`config.mk`:
```
export PLATFORM = sky130hd
export DESIGN_NAME = half_pel_motion_comp_predictor
export DESIGN_NICKNAME = d
export VERILOG_FILES = /design/src/sv/hpmc_pkg.sv /design/src/sv/half_pel_motion_comp_predictor.sv /design/src/sv/hpmc_line_cell.sv /design/src/sv/hpmc_pel_unit.sv /design/src/sv/hpmc_out_buf.sv
export SDC_FILE = /design/constraint.sdc
export NUM_CORES = 1
export LEC_CHECK = 0
export ABC_CLOCK_PERIOD_IN_PS = 17690
export BUFFER_PORTS_ARGS = -buffer_cell sky130_fd_sc_hd__buf_2
export CORE_UTILIZATION = 27
export CTS_CLUSTER_DIAMETER = 80
export DETAILED_ROUTE_END_ITERATION = 10
export PLACE_DENSITY = 0.43
export SLEW_MARGIN = 10
export SYNTH_ARGS = -nofsm -noshare
export SYNTH_HDL_FRONTEND = slang
export SYNTH_SLANG_ARGS = --single-unit
```
`constraint.sdc`:
```
create_clock -name clk -period 17.69 [get_ports clk]
set_clock_uncertainty 0.2 [all_clocks]
set_input_delay 4.4225 -clock clk [delete_from_list [all_inputs] [get_ports clk]]
set_output_delay 4.4225 -clock clk [all_outputs]
set_load 0.05 [all_outputs]
```
`src/sv/hpmc_pkg.sv`:
```
package hpmc_pkg;

    localparam int CFG_INDEX_W = 3;
    localparam int CFG_DATA_W  = 5;
    localparam int MODE_W      = 2;
    localparam int HEIGHT_W    = 5;

    typedef logic [MODE_W-1:0]      mode_t;
    typedef logic [CFG_INDEX_W-1:0] cfg_index_t;

    localparam mode_t MODE_COPY  = 2'd0;
    localparam mode_t MODE_HORIZ = 2'd1;
    localparam mode_t MODE_VERT  = 2'd2;
    localparam mode_t MODE_DIAG  = 2'd3;

    localparam cfg_index_t REG_WIDTH_SEL = 3'd0;
    localparam cfg_index_t REG_HEIGHT    = 3'd1;
    localparam cfg_index_t REG_FWD_MODE  = 3'd2;
    localparam cfg_index_t REG_BWD_MODE  = 3'd3;
    localparam cfg_index_t REG_BIDIR     = 3'd4;

endpackage

```
`src/sv/half_pel_motion_comp_predictor.sv`:
```
// Result beats are registered in the output buffer, which drives out_valid.
// Throughput: one window pixel per cycle while in_stall is low; the line store is a row of
// cells read and written in the same cycle, and a two-beat output buffer absorbs output stalls.
// Reset: position, left and above-left pixels and the output buffer clear; configuration
// returns to 16 by 16, copy mode, forward only. Line store contents are undefined until written.
module half_pel_motion_comp_predictor #(
    parameter int MAX_WIDTH  = 16,
    parameter int MAX_HEIGHT = 16,
    parameter int PIXEL_BITS = 8
) (
    input  logic                           clk,
    input  logic                           rst_n,
    input  logic                           cfg_valid,
    output logic                           cfg_ready,
    input  logic [hpmc_pkg::CFG_INDEX_W-1:0] cfg_index,
    input  logic [hpmc_pkg::CFG_DATA_W-1:0]  cfg_data,
    input  logic                           in_valid,
    output logic                           in_stall,
    input  logic [PIXEL_BITS-1:0]          fwd_pixel,
    input  logic [PIXEL_BITS-1:0]          bwd_pixel,
    input  logic                           window_start,
    output logic                           out_valid,
    input  logic                           out_stall,
    output logic [PIXEL_BITS-1:0]          pred_pixel,
    output logic                           block_last
);

    localparam int COL_W    = $clog2(MAX_WIDTH + 1);
    localparam int ROW_W    = $clog2(MAX_HEIGHT + 1);
    localparam int CMP_W    = (ROW_W > hpmc_pkg::HEIGHT_W) ? ROW_W : hpmc_pkg::HEIGHT_W;
    localparam int WIDE_W   = (MAX_WIDTH < 16) ? MAX_WIDTH : 16;
    localparam int NARROW_W = 8;
    localparam int CELLS    = MAX_WIDTH + 1;

    logic                         width_sel_reg;
    logic [hpmc_pkg::HEIGHT_W-1:0] height_reg;
    hpmc_pkg::mode_t              fwd_mode_reg;
    hpmc_pkg::mode_t              bwd_mode_reg;
    logic                         bidir_reg;

    logic [COL_W-1:0]      col_reg;
    logic [COL_W-1:0]      col_next;
    logic [ROW_W-1:0]      row_reg;
    logic [ROW_W-1:0]      row_next;
    logic [PIXEL_BITS-1:0] fwd_left_reg;
    logic [PIXEL_BITS-1:0] bwd_left_reg;
    logic [PIXEL_BITS-1:0] fwd_above_left_reg;
    logic [PIXEL_BITS-1:0] bwd_above_left_reg;

    logic                  in_accept;
    logic                  buf_full;
    logic [COL_W-1:0]      col;
    logic [ROW_W-1:0]      row;
    logic [COL_W-1:0]      width;
    logic [CMP_W-1:0]      height_ext;
    logic [CMP_W-1:0]      height_clamp;
    logic [ROW_W-1:0]      height;
    logic                  produce;
    logic                  last;
    logic [PIXEL_BITS-1:0] fwd_above;
    logic [PIXEL_BITS-1:0] bwd_above;
    logic [PIXEL_BITS-1:0] fwd_pred;
    logic [PIXEL_BITS-1:0] bwd_pred;
    logic [PIXEL_BITS:0]   bidir_sum;
    logic [PIXEL_BITS-1:0] pred;
    logic [PIXEL_BITS:0]   out_data;

    logic [PIXEL_BITS-1:0] fwd_chain [CELLS+1];
    logic [PIXEL_BITS-1:0] bwd_chain [CELLS+1];

    assign cfg_ready = 1'b1;
    assign in_stall  = buf_full;
    assign in_accept = in_valid && !buf_full;

    always_ff @(posedge clk or negedge rst_n)
    begin
        if (!rst_n)
        begin
            width_sel_reg <= 1'b1;
            height_reg    <= hpmc_pkg::HEIGHT_W'(16);
            fwd_mode_reg  <= hpmc_pkg::MODE_COPY;
            bwd_mode_reg  <= hpmc_pkg::MODE_COPY;
            bidir_reg     <= 1'b0;
        end
        else if (cfg_valid)
        begin
            unique case (cfg_index)
                hpmc_pkg::REG_WIDTH_SEL: width_sel_reg <= cfg_data[0];
                hpmc_pkg::REG_HEIGHT:    height_reg    <= cfg_data;
                hpmc_pkg::REG_FWD_MODE:  fwd_mode_reg  <= cfg_data[hpmc_pkg::MODE_W-1:0];
                hpmc_pkg::REG_BWD_MODE:  bwd_mode_reg  <= cfg_data[hpmc_pkg::MODE_W-1:0];
                hpmc_pkg::REG_BIDIR:     bidir_reg     <= cfg_data[0];
                default:                 ;
            endcase
        end
    end

    assign width        = width_sel_reg ? COL_W'(WIDE_W) : COL_W'(NARROW_W);
    assign height_ext   = CMP_W'(height_reg);
    assign height_clamp = (height_ext == '0) ? CMP_W'(1)
                        : ((height_ext > CMP_W'(MAX_HEIGHT)) ? CMP_W'(MAX_HEIGHT) : height_ext);
    assign height       = height_clamp[ROW_W-1:0];

    assign col = window_start ? '0 : col_reg;
    assign row = window_start ? '0 : row_reg;

    assign fwd_chain[0] = '0;
    assign bwd_chain[0] = '0;

    for (genvar k = 0; k < CELLS; k++)
    begin : g_line
        hpmc_line_cell #(
            .INDEX      (k),
            .COL_W      (COL_W),
            .PIXEL_BITS (PIXEL_BITS)
        ) u_cell (
            .clk        (clk),
            .wr_en      (in_accept),
            .col        (col),
            .fwd_wr     (fwd_pixel),
            .bwd_wr     (bwd_pixel),
            .fwd_rd_in  (fwd_chain[k]),
            .bwd_rd_in  (bwd_chain[k]),
            .fwd_rd_out (fwd_chain[k+1]),
            .bwd_rd_out (bwd_chain[k+1])
        );
    end

    assign fwd_above = fwd_chain[CELLS];
    assign bwd_above = bwd_chain[CELLS];

    hpmc_pel_unit #(
        .PIXEL_BITS (PIXEL_BITS)
    ) u_fwd_pel (
        .mode (fwd_mode_reg),
        .a    (fwd_above_left_reg),
        .b    (fwd_above),
        .c    (fwd_left_reg),
        .d    (fwd_pixel),
        .pred (fwd_pred)
    );

    hpmc_pel_unit #(
        .PIXEL_BITS (PIXEL_BITS)
    ) u_bwd_pel (
        .mode (bwd_mode_reg),
        .a    (bwd_above_left_reg),
        .b    (bwd_above),
        .c    (bwd_left_reg),
        .d    (bwd_pixel),
        .pred (bwd_pred)
    );

    assign bidir_sum = {1'b0, fwd_pred} + {1'b0, bwd_pred} + (PIXEL_BITS+1)'(1);
    assign pred      = bidir_reg ? bidir_sum[PIXEL_BITS:1] : fwd_pred;

    assign produce = (row != '0) && (col != '0) && (row <= height) && (col <= width);
    assign last    = (row == height) && (col == width);

    always_comb
    begin
        if (col >= width)
        begin
            col_next = '0;
            row_next = (row >= height) ? '0 : row + ROW_W'(1);
        end
        else
        begin
            col_next = col + COL_W'(1);
            row_next = (row > height) ? '0 : row;
        end
    end

    always_ff @(posedge clk or negedge rst_n)
    begin
        if (!rst_n)
        begin
            col_reg            <= '0;
            row_reg            <= '0;
            fwd_left_reg       <= '0;
            bwd_left_reg       <= '0;
            fwd_above_left_reg <= '0;
            bwd_above_left_reg <= '0;
        end
        else if (in_accept)
        begin
            col_reg            <= col_next;
            row_reg            <= row_next;
            fwd_left_reg       <= fwd_pixel;
            bwd_left_reg       <= bwd_pixel;
            fwd_above_left_reg <= fwd_above;
            bwd_above_left_reg <= bwd_above;
        end
    end

    hpmc_out_buf #(
        .WIDTH (PIXEL_BITS + 1)
    ) u_out_buf (
        .clk       (clk),
        .rst_n     (rst_n),
        .push      (in_accept && produce),
        .push_data ({last, pred}),
        .full      (buf_full),
        .out_valid (out_valid),
        .out_stall (out_stall),
        .out_data  (out_data)
    );

    assign pred_pixel = out_data[PIXEL_BITS-1:0];
    assign block_last = out_data[PIXEL_BITS];

endmodule

```
`src/sv/hpmc_line_cell.sv`:
```
module hpmc_line_cell #(
    parameter int INDEX      = 0,
    parameter int COL_W      = 5,
    parameter int PIXEL_BITS = 8
) (
    input  logic                  clk,
    input  logic                  wr_en,
    input  logic [COL_W-1:0]      col,
    input  logic [PIXEL_BITS-1:0] fwd_wr,
    input  logic [PIXEL_BITS-1:0] bwd_wr,
    input  logic [PIXEL_BITS-1:0] fwd_rd_in,
    input  logic [PIXEL_BITS-1:0] bwd_rd_in,
    output logic [PIXEL_BITS-1:0] fwd_rd_out,
    output logic [PIXEL_BITS-1:0] bwd_rd_out
);

    logic [PIXEL_BITS-1:0] fwd_reg;
    logic [PIXEL_BITS-1:0] bwd_reg;
    logic                  hit;

    assign hit = (col == COL_W'(INDEX));

    always_ff @(posedge clk)
    begin
        if (wr_en && hit)
        begin
            fwd_reg <= fwd_wr;
            bwd_reg <= bwd_wr;
        end
    end

    // pass the neighbour's read data on, merged with this entry when addressed
    assign fwd_rd_out = fwd_rd_in | (hit ? fwd_reg : '0);
    assign bwd_rd_out = bwd_rd_in | (hit ? bwd_reg : '0);

endmodule

```
`src/sv/hpmc_pel_unit.sv`:
```
module hpmc_pel_unit #(
    parameter int PIXEL_BITS = 8
) (
    input  hpmc_pkg::mode_t       mode,
    input  logic [PIXEL_BITS-1:0] a,
    input  logic [PIXEL_BITS-1:0] b,
    input  logic [PIXEL_BITS-1:0] c,
    input  logic [PIXEL_BITS-1:0] d,
    output logic [PIXEL_BITS-1:0] pred
);

    logic [PIXEL_BITS:0]   sum_ab;
    logic [PIXEL_BITS:0]   sum_ac;
    logic [PIXEL_BITS+1:0] sum_abcd;

    assign sum_ab   = {1'b0, a} + {1'b0, b} + (PIXEL_BITS+1)'(1);
    assign sum_ac   = {1'b0, a} + {1'b0, c} + (PIXEL_BITS+1)'(1);
    assign sum_abcd = {2'b00, a} + {2'b00, b} + {2'b00, c} + {2'b00, d}
                    + (PIXEL_BITS+2)'(2);

    always_comb
    begin
        case (mode)
            hpmc_pkg::MODE_COPY:  pred = a;
            hpmc_pkg::MODE_HORIZ: pred = sum_ab[PIXEL_BITS:1];
            hpmc_pkg::MODE_VERT:  pred = sum_ac[PIXEL_BITS:1];
            default:              pred = sum_abcd[PIXEL_BITS+1:2];
        endcase
    end

endmodule

```
`src/sv/hpmc_out_buf.sv`:
```
module hpmc_out_buf #(
    parameter int WIDTH = 9
) (
    input  logic             clk,
    input  logic             rst_n,
    input  logic             push,
    input  logic [WIDTH-1:0] push_data,
    output logic             full,
    output logic             out_valid,
    input  logic             out_stall,
    output logic [WIDTH-1:0] out_data
);

    logic [1:0]       count_reg;
    logic [1:0]       count_next;
    logic [WIDTH-1:0] head_reg;
    logic [WIDTH-1:0] head_next;
    logic [WIDTH-1:0] tail_reg;
    logic [WIDTH-1:0] tail_next;
    logic             pop;

    assign out_valid = (count_reg != 2'd0);
    assign full      = (count_reg == 2'd2);
    assign out_data  = head_reg;
    assign pop       = out_valid && !out_stall;

    always_comb
    begin
        count_next = count_reg;
        head_next  = head_reg;
        tail_next  = tail_reg;
        if (pop && !push)
        begin
            head_next  = tail_reg;
            count_next = count_reg - 2'd1;
        end
        else if (push && !pop)
        begin
            if (count_reg == 2'd0)
                head_next = push_data;
            else
                tail_next = push_data;
            count_next = count_reg + 2'd1;
        end
        else if (push && pop)
        begin
            if (count_reg == 2'd1)
                head_next = push_data;
            else
            begin
                head_next = tail_reg;
                tail_next = push_data;
            end
        end
    end

    always_ff @(posedge clk or negedge rst_n)
    begin
        if (!rst_n)
            count_reg <= 2'd0;
        else
            count_reg <= count_next;
    end

    always_ff @(posedge clk)
    begin
        head_reg <= head_next;
        tail_reg <= tail_next;
    end

endmodule
```
Word-level counts from Yosys, hierarchy flattened
Cells that the tools add are included.
{"block": "word_totals", "reg_bits": 345, "input_bits": 30, "out_inout_bits": 12, "wordCells": 247}
{"block": "classes", "n_addsub": 22, "n_lt_le_gt_ge": 6, "eq_ne": 31, "muxes": 57, "bitwise": 33, "reduce_logical": 50}
{"cell": "$mux W8", "count": 35}
{"cell": "$or A8 B8 Y8", "count": 32}
{"cell": "$mux W9", "count": 9}
{"cell": "$add A8 B8 Y9", "count": 7}
{"cell": "$pmux W8 S3", "count": 2}
{"cell": "$add A9 B1 Y9 const B", "count": 5}
{"cell": "$mux W5", "count": 9}
{"cell": "$add A10 B8 Y10", "count": 4}
{"cell": "$eq A5 B4 Y1 const B", "count": 8}
{"cell": "$logic_and A1 B1 Y1", "count": 27}
{"cell": "$add A10 B2 Y10 const B", "count": 2}
{"cell": "$eq A5 B3 Y1 const B", "count": 4}
{"cell": "$reduce_and A2 Y1", "count": 6}
{"cell": "$add A5 B1 Y5 const B", "count": 2}
{"cell": "$eq A5 B2 Y1 const B", "count": 2}
{"cell": "$eq A5 B5 Y1", "count": 2}
{"cell": "$ge A5 B5 Y1", "count": 2}
{"cell": "$le A5 B5 Y1", "count": 2}
{"cell": "$logic_not A5 Y1", "count": 2}
{"cell": "$reduce_bool A5 Y1", "count": 2}
{"cell": "$eq A2 B1 Y1 const B", "count": 3}
{"cell": "$eq A2 B2 Y1 const B", "count": 3}
{"cell": "$eq A3 B2 Y1 const B", "count": 2}
{"cell": "$logic_not A2 Y1", "count": 3}
{"cell": "18 further kinds", "count": 24}

Longest topological paths before layout
Gate-level depths: netlist (run 1).
{"block": "depth", "ltp_word": 31, "ltp_mapped": 34, "mapped_depth_nobuf": 32}

Cells and area by module
A second synthesis (run 1) with hierarchy kept.
{"block": "hier_totals", "cells_unflattened": 1663, "area_unflattened_um2": 20278.2}
{"mod": "hpmc_line_cell at g_line[0].u_cell ...", "n_inst": 7, "cells_each": 53, "area_each_um2": 792.0, "seq_area_each_um2": 480.5}
{"mod": "hpmc_line_cell at g_line[1].u_cell ...", "n_inst": 4, "cells_each": 53, "area_each_um2": 790.8, "seq_area_each_um2": 480.5}
{"mod": "hpmc_line_cell at g_line[11].u_cell ...", "n_inst": 4, "cells_each": 52, "area_each_um2": 785.8, "seq_area_each_um2": 480.5}
{"mod": "hpmc_pel_unit", "n_inst": 2, "cells_each": 196, "area_each_um2": 1535.2, "seq_area_each_um2": 0.0}
{"mod": "half_pel_motion_comp_predictor", "n_inst": 1, "cells_each": 343, "area_each_um2": 3015.4, "seq_area_each_um2": 1328.8}
{"mod": "hpmc_out_buf", "n_inst": 1, "cells_each": 48, "area_each_um2": 892.1, "seq_area_each_um2": 590.6}
{"mod": "hpmc_line_cell at g_line[15].u_cell", "n_inst": 1, "cells_each": 52, "area_each_um2": 783.3, "seq_area_each_um2": 480.5}
{"mod": "hpmc_line_cell at g_line[16].u_cell", "n_inst": 1, "cells_each": 37, "area_each_um2": 666.9, "seq_area_each_um2": 480.5}

Least setup slack after synthesis (run 1)
OpenSTA, ideal clock, no wires.
{"block": "synth_path", "path_kind": "in2reg", "start": "input window_start", "end": "register u_out_buf.head_reg[6] (netlist: u_out_buf.out_data[6]) (data pin)", "setup_ns": 0.165, "arrival_ns": 10.278, "required_ns": 17.325, "path_slack_ns": 7.047, "path_stages": 32, "n_path_buf": 2, "cell_sequence": "clkbuf_1 -> nor2_1 -> nand2_1 -> nor3_1 -> clkbuf_1 -> a221oi_1 -> nand4b_1 -> ha_1 -> inv_1 -> fa_1 -> nor2b_1 -> o21ai_0 -> nand2b_1 -> a31oi_1 -> xor2_1 -> fa_1 -> inv_1 -> ha_1 -> nor3_1 -> o2111ai_1 -> a31oi_1 -> xnor2_1 -> a2111oi_0 -> a31oi_1 -> ha_1 -> nor3_1 -> a21oi_1 -> a32oi_1 -> nand2_1 -> and3_1 -> a32o_2 -> o31ai_2"}
{"block": "synth_via", "elab_chain_cells": 31, "elab_cells_between_ends": 118, "cone_classes": "14 x add/sub; 2 x order compare; 16 x eq/ne; 44 x mux; 32 x bitwise; 10 x reduce/logical"}
{"element": "start, declared", "line": "half_pel_motion_comp_predictor.sv:21", "rtl": "input logic window_start,"}
{"element": "$mux W5 *", "line": "half_pel_motion_comp_predictor.sv:104", "rtl": "assign col = window_start ? '0 : col_reg;"}
{"element": "$eq A5 B1 Y1 / $logic_not A5 Y1 (equally long branches)", "line": "hpmc_line_cell.sv:21", "rtl": "assign hit = (col == COL_W'(INDEX));"}
{"element": "$mux W8", "line": "hpmc_line_cell.sv:33", "rtl": "assign fwd_rd_out = fwd_rd_in | (hit ? fwd_reg : '0);"}
{"element": "$or A8 B8 Y8 (15 in a row)", "line": "hpmc_line_cell.sv:33"}
{"element": "$or A8 B8 Y8 *", "line": "hpmc_line_cell.sv:33"}
{"element": "net fwd_above[0]", "line": "half_pel_motion_comp_predictor.sv:60", "rtl": "logic [PIXEL_BITS-1:0] fwd_above;"}
{"element": "$add A8 B8 Y9", "line": "hpmc_pel_unit.sv:16, hpmc_pel_unit.sv:18"}
{"element": "$add A10 B8 Y10 (2 in a row)", "line": "hpmc_pel_unit.sv:18", "rtl": "assign sum_abcd = {2'b00, a} + {2'b00, b} + {2'b00, c} + {2'b00, d}"}
{"element": "[... 2 more ...]"}
{"element": "$add A8 B8 Y9", "line": "half_pel_motion_comp_predictor.sv:154", "rtl": "assign bidir_sum = {1'b0, fwd_pred} + {1'b0, bwd_pred} + (PIXEL_BITS+1)'(1);"}
{"element": "$add A9 B1 Y9", "line": "half_pel_motion_comp_predictor.sv:154"}
{"element": "$mux W8 *", "line": "half_pel_motion_comp_predictor.sv:155", "rtl": "assign pred = bidir_reg ? bidir_sum[PIXEL_BITS:1] : fwd_pred;"}
{"element": "$mux W9", "line": "hpmc_out_buf.sv:47", "rtl": "if (count_reg == 2'd1)"}
{"element": "$mux W9", "line": "hpmc_out_buf.sv:45", "rtl": "else if (push && pop)"}
{"element": "$mux W9 *", "line": "hpmc_out_buf.sv:37", "rtl": "else if (push && !pop)"}
{"element": "$mux W9 *", "line": "hpmc_out_buf.sv:32", "rtl": "if (pop && !push)"}
{"element": "net u_out_buf.head_next[6]", "line": "hpmc_out_buf.sv:17", "rtl": "logic [WIDTH-1:0] head_next;"}
{"element": "end signal, assigned", "line": "hpmc_out_buf.sv:67", "rtl": "head_reg <= head_next;"}
{"element": "end, declared", "line": "hpmc_out_buf.sv:16", "rtl": "logic [WIDTH-1:0] head_reg;"}
The timed path passes the listed nets; every way through them passes the cells marked *. The select of a mux whose other input is x is not followed.
A chain may end at the register's enable or synchronous reset.

Worst setup path after layout (run 1)
Ends and elaborated chain as after synthesis.

==> results of run 1 <==
-- worst max-delay path by stage --
| stage | from | end | slack, ns |
|---|---|---|---|
| CTS | window_start | u_out_buf.out_data[6] | 6.32 |
| global placement | window_start | u_out_buf.out_data[6] | 5.77 |
| detailed placement | window_start | u_out_buf.out_data[6] | 5.74 |
| floorplan | window_start | u_out_buf.out_data[6] | 7.05 |
| finish | window_start | u_out_buf.out_data[6] | 6.23 |
| global route | window_start | u_out_buf.out_data[6] | 5.87 |
-- per-layer routing --
metal	GRT usage [%]	wire length (µm)	up-vias	part of all wire (%)
met4	4.62	925	0	1.8
met2	27.7	24800	215	49
met3	2.15	1880	64	3.7
li1	-	-	5203	-
met5	0	0	-	0
met1	21.5	23300	5670	46
-- worst max-delay path: cells and delay by family --
family,cells,cell delay [ns]
and+or+nand+nor,13,2.79
adders and majority gates,5,1.78
buffers and inverters,4,0.36
AOI/OAI and AO/OA,9,2.17
xor gates and xnor gates,1,0.10
-- power groups by stage --
stage	registers, µW	logic (µW)	clock network (µW)
2_1_floorplan	1070	1700	0
3_3_place_gp	1070	2260	0
3_5_place_dp	1070	2260	0
4_1_cts	1060	2280	845
5_1_grt	1070	2530	874
6_report	1050	2260	821
-- stage by stage --
step / std cells / hold WS [ns]
2_1_floorplan: 1335 / 0.242
3_3_place_gp: 2197 / 0.263
3_5_place_dp: 2197 / 0.277
4_1_cts: 2274 / 0.289
5_1_grt: 2275 / 0.324
6_report: 2275 / 0.293
-- area by class of cell --
| cell class | count | area (µm²) | share of cell area (%) |
|---|---|---|---|
| clock buffer | 49 | 1100 | 5.62 |
| tap | 837 | 1050 | 5.36 |
| clock inverter | 28 | 226 | 1.16 |
| antenna | 1 | 2.50 | 0.0128 |
| sequential | 345 | 10100 | 51.6 |
| multi-input combinational | 839 | 6230 | 31.9 |
| timing repair buffer | 79 | 493 | 2.52 |
| inverter | 97 | 364 | 1.86 |
-- cells by family (layout without fill, tap and decap cells) --
logic type	count (synthesis)	in the layout	share of synthesized area, %
DFF	345	345	60.0
other	1	2	0.0223
and+or+nand+nor	337	337	9.91
muxes	23	23	1.77
xor gates and xnor gates	43	43	2.24
AOI/OAI and AO/OA	339	339	14.5
adders and majority gates	96	96	8.00
buffers and inverters	151	253	3.51
-- cell usage in the layout (no fill, tap or decap), types with 6 or more instances in the layout --
| cell | instances |
|---|---|
| a211oi_1 | 6 |
| a21o_1 | 21 |
| a21oi_1 | 36 |
| a221oi_1 | 32 |
| a22o_1 | 32 |
| a22oi_1 | 67 |
| a31oi_1 | 12 |
| and3_1 | 6 |
| buf_2 | 40 |
| buf_4 | 39 |
| clkbuf_1 | 6 |
| clkbuf_16 | 43 |
| clkinv_1 | 11 |
| clkinv_2 | 7 |
| dfrtp_1 | 53 |
| edfxtp_1 | 290 |
| fa_1 | 19 |
| ha_1 | 77 |
| inv_1 | 97 |
| mux2_2 | 14 |
| nand2_1 | 126 |
| nand2b_1 | 10 |
| nand3_1 | 20 |
| nand4_1 | 22 |
| nand4b_1 | 16 |
| nor2_1 | 56 |
| nor2b_1 | 16 |
| nor3_1 | 17 |
| nor3_2 | 14 |
| o21a_1 | 7 |
| o21ai_0 | 60 |
| o31ai_1 | 11 |
| xnor2_1 | 26 |
| xor2_1 | 17 |
==> reports/qor.yml, run 1 <==
route:
  wl_per_cell_um: 22.4
  wl_mm: 50.9
  via_count: 11200
  vias_per_cell: 4.90
  drc: 0
  first_iter_violations: 788
  ant_nets: 0
  drtPass1Iterations: 5
synthesis:
  synth_top_area_cell: "edfxtp_1"
  postSynthAreaPerCell_um2: 12.6
  synth_area_leaders: "edfxtp_1, dfrtp_1, ha_1, a22oi_1, nand2_1"
  synth_common_cells: "edfxtp_1, nand2_1, inv_1"
  synth_ff_type: "edfxtp_1"
  yosysMostFrequentCell: "edfxtp_1"
  netlist_area_um2: 16800
  async_reset_ff_share_pct: 15.9
  ys_ff_latch: 345
  synth_top_area_share_pct: 51.8
  ys_seq_area_share_pct: 60.0
  synth.distinct_cells: 76
  synth_nets: 1461
  syn_inst: 1335
  synth_edf_count: 290
  yosysWarnings: 0
clocking:
  clk_pin_slew_ns: 0.05
  clockBufferDepth: 3
  cts_tree: "yes"
  numCtsBuffers: 42
  cts_sinks: 345
  root_buffer: "clkbuf_16"
  ctsHoldBuffers: 0
  h-tree-depth: 2
  worstSkewPairLatency_ns: 0.59
  cts_resized: 0
  cts_setup_buffers: 0
sta:
  hold_viol: 0
  post-route-min-period_ns: 11.46
  max_slew.worst_pin.slew_ns: 1.13
  timing.slew.headroom_pct: 24.6
  setup_tns_ns: 0
  post-route-period-util_pct: 64.8
  rsz0062_at_grt: "no"
  slew_violations: 0
  worst_slack_ns: 6.23
  timing.final.setup_violations: 0
  fmax_mhz: 87.3
floorplan:
  die_x_um: 251
  die_h_um: 251
  pin_count: 42
  core_area_um2: 61600
  die-area_um2: 63200
  initial_core_util_pct: 27.3
  rows: 91
grt:
  grt_usage_pct: 16.2
  grt_pass1_wl_mm: 75.1
  gr-total-overflow: 0
  grt_max_degree: 59
  antenna_found_initial: 2
  grt_pass1_vias: 11200
critical_path:
  cp_max_fo: 11
  r2r_cells: 30
  worst-setup-path-type: "input pin to register"
  slowest_delay_ns: 0.84
  rrSetupSlack_ns: 9.57
  worstSetupStartpointType: "input pin"
  r2r_end: "u_out_buf.out_data[6]"
  r2r-start: "col_reg[1]"
  worst_ep_arrival_time_ns: 11.65
  critPathCaptureType: "register"
  critPathSlowestCell: "nor2_1"
  critPathRequiredTime_ns: 17.89
min_path:
  hold_end: "row_reg[1]"
  hold_start: "row_reg[1]"
  worstHoldPathCells: 2
  hold_class: "register to register"
cells_and_area:
  final_util_pct: 31.7
  area_growth_pct: 16.4
  fillers: 6153
  drive_gt1_share_pct: 13.8
  stdcell_area_um2: 19600
  nets: 1530
place:
  finalWeightedCongestion: 0.821
  pre_cts_ws_ns: 5.74
  dp_hpwl_mm: 33.1
  dpl_cell_area_um2: 18200
  port_buffers: 40
status:
  status: "finished, final reports clean"
power_and_ir_drop:
  finalPower_uw: 4130
  power.density_nw_per_um2: 211
  pwr-share-clk_pct: 19.9
  p_leak_uw: 0.00724
  p_switching_uw: 1760
  p_int_uw: 2380
  seq_power_share_pct: 25.5
  sw_frac_of_total_pct: 42.5
  vdd_ir_drop_max_mv: 0.103
  p_comb_share_pct: 54.6
flow_run:
  drv_cap: 0
No activity file was read; power rests on OpenSTA's default activity.
==> run 2, diff against run 1 <==
--- a/config.mk
+++ b/config.mk
@@ -5,7 +5,8 @@
 export SDC_FILE = /design/constraint.sdc
 export NUM_CORES = 1
 export LEC_CHECK = 0
-export ABC_CLOCK_PERIOD_IN_PS = 17690
+export ABC_AREA = 1
+export ABC_CLOCK_PERIOD_IN_PS = 11300
 export BUFFER_PORTS_ARGS = -buffer_cell sky130_fd_sc_hd__buf_2
 export CORE_UTILIZATION = 27
 export CTS_CLUSTER_DIAMETER = 80
==> constraint.sdc (replaced) <==
create_clock -name clk -period 11.3 [get_ports clk]
set_clock_uncertainty 0.2 [all_clocks]
set_input_delay 2.825 -clock clk [delete_from_list [all_inputs] [get_ports clk]]
set_output_delay 2.825 -clock clk [all_outputs]
set_load 0.05 [all_outputs]
==> reports/qor.yml, run 2 <==
place:
  port_buffers: 40
  post-place-cells: 2567
  finalWeightedCongestion: 0.849
  dp_hpwl_mm: 34.5
  dpl_cell_area_um2: 18600
min_path:
  hold_start: "row_reg[1]"
  hold_end: "row_reg[1]"
  hold_class: "register to register"
  worstHoldPathCells: 2
synthesis:
  async_reset_ff_share_pct: 15.9
  synth_top_area_share_pct: 50.5
  synth_top_area_cell: "edfxtp_1"
  yosysMostFrequentCell: "nand2_1"
  synth_nets: 1817
  synth_area_leaders: "edfxtp_1, nand2_1, dfrtp_1, ha_1, inv_1"
  yosysWarnings: 0
  synth_ff_type: "edfxtp_1"
  synth_xor_area_share_pct: 1.17
  synth_fa_ha_area_share_pct: 7.79
  ys_ff_latch: 345
  ys_seq_area_share_pct: 58.5
  syn_inst: 1691
  postSynthAreaPerCell_um2: 10.2
  synth_top_family_by_area: "simple AND/OR/NAND/NOR gates"
  synth.distinct_cells: 61
  synth.area.mux_share_pct: 0.305
  synth_compound_gate_area_share_pct: 7.24
  synth_edf_count: 290
  synth_common_cells: "nand2_1, edfxtp_1, inv_1"
  netlist_area_um2: 17300
  synth-simple-area-share_pct: 19.4
cells_and_area:
  mostFrequentLayoutCells: "nand2_1, edfxtp_1, inv_1"
  regArea_um2: 10100
  drive_gt1_share_pct: 10.7
  final_common_cell: "nand2_1"
  fin_cells: 2642
  area_growth_pct: 15.7
  fillers: 6586
  diodes: 0
  nets: 1892
  stdcell_area_um2: 20000
  multiInputGateArea_um2: 6270
clocking:
  cts_resized: 0
  h-tree-depth: 2
  clockBufferDepth: 3
  clk_pin_slew_ns: 0.06
  worstSkewPairLatency_ns: 0.59
  numCtsBuffers: 43
  cts_tree: "yes"
  cts_setup_buffers: 0
  ctsHoldBuffers: 0
  root_buffer: "clkbuf_16"
  cts_sinks: 345
sta:
  max_slew.worst_pin.slew_ns: 1.15
  slew_violations: 0
  timing.slew.headroom_pct: 22.9
  rsz0062_at_grt: "no"
  setup_tns_ns: 0
  post-route-min-period_ns: 8.97
  fmax_mhz: 111
  hold_viol: 0
  post-route-period-util_pct: 79.4
  timing.final.setup_violations: 0
critical_path:
  worstSetupStartpointType: "input pin"
  path_common_cell: "nand2_2"
  cp_max_fo: 17
  critPathCaptureType: "register"
  slowest_delay_ns: 0.57
  r2r-start: "col_reg[3]"
  rrSetupSlack_ns: 4.38
  worst-setup-path-type: "input pin to register"
  r2r_cells: 40
  r2r_end: "u_out_buf.out_data[6]"
  critPathSlowestCell: "nor4_2"
  critPathRequiredTime_ns: 11.43
  worst_ep_arrival_time_ns: 9.11
floorplan:
  core_area_um2: 63100
  rows: 92
  die_x_um: 255
  die_h_um: 255
  pin_count: 42
  initial_core_util_pct: 27.4
  die-area_um2: 64900
route:
  wl_per_cell_um: 18.8
  first_iter_violations: 896
  drtPass1Iterations: 5
  drc: 0
  ant_nets: 0
  via_count: 12100
  wl_mm: 49.6
  vias_per_cell: 4.59
grt:
  met2_usage_pct: 25.8
  antenna_found_initial: 0
  grt-busiest-layer: "met2"
  grt_pass1_vias: 11900
  grt_usage_pct: 15.6
  gr-total-overflow: 0
  met1_usage_pct: 21.3
  grt_pass1_wl_mm: 74.7
  grt_max_degree: 64
  grtUsageMet3_pct: 2.19
flow_run:
  drv_cap: 0
status:
  status: "finished, final reports clean"
power_and_ir_drop:
  power.density_nw_per_um2: 317
  vdd_ir_drop_max_mv: 0.157
  p_leak_uw: 0.00808
==> run 2: worst max path at each step <==
stage / end / start
2_1_floorplan: u_out_buf.out_data[6] / window_start
3_3_place_gp: u_out_buf.out_data[6] / window_start
3_5_place_dp: u_out_buf.out_data[6] / window_start
4_1_cts: u_out_buf.out_data[6] / window_start
5_1_grt: u_out_buf.out_data[6] / window_start
6_report: u_out_buf.out_data[6] / window_start
==> run 2: critical path: cells and delay by family <==
family | cells | cell delay [ns]
simple gates | 25 | 2.62
fa+ha+maj | 5 | 2.00
compound gates | 3 | 0.70
xor+xnor | 1 | 0.15
buf+inv | 8 | 0.78
==> run 2: layout make-up <==
class                   instances  area share [%]
flip-flops and latches        345            50.5
multi-input cells            1095            31.4
clock buffers                  54            5.60
well taps                     846            5.30
inverters                     220            4.14
repair buffers                 61            1.79
clock inverters                21            1.23
==> run 2: power by group <==
part | switching [µW] | internal (µW) | leakage, µW
logic | 2120 | 1230 | 0.00415
registers | 104 | 1520 | 0.00329
clock network | 566 | 777 | 0.000647
total | 2790 | 3530 | 0.00808
==> run 2: logic make-up after synthesis <==
logic type / count (synthesis)
AO/OA/AOI/OAI: 200
XOR/XNOR: 23
adder cells (fa/ha/maj): 96
buffers and inverters: 251
flip-flops: 345
multiplexers: 5
other: 1
AND/OR/NAND/NOR: 770
==> run 2: per-stage QoR <==
step | utilization, % | power, µW | hold slack (ns) | setup WS [ns]
after floorplan | - | 4190 | 0.246 | 3.10
after global placement | 29.5 | 5000 | 0.264 | 1.67
after detailed placement | 29.5 | 5010 | 0.273 | 1.71
after CTS | 31.6 | 6380 | 0.285 | 2.31
after global routing | 31.6 | 6890 | 0.305 | 1.74
final | 31.6 | 6320 | 0.279 | 2.33
==> run 2: layer usage <==
| metal | part of all wire (%) | vias to the layer above | wire length, µm |
|---|---|---|---|
| li1 | - | 5941 | - |
| met1 | 48 | 5939 | 23700 |
| met2 | 47 | 174 | 23400 |
| met3 | 3.2 | 65 | 1570 |
| met4 | 1.9 | 0 | 957 |
| met5 | 0 | - | 0 |
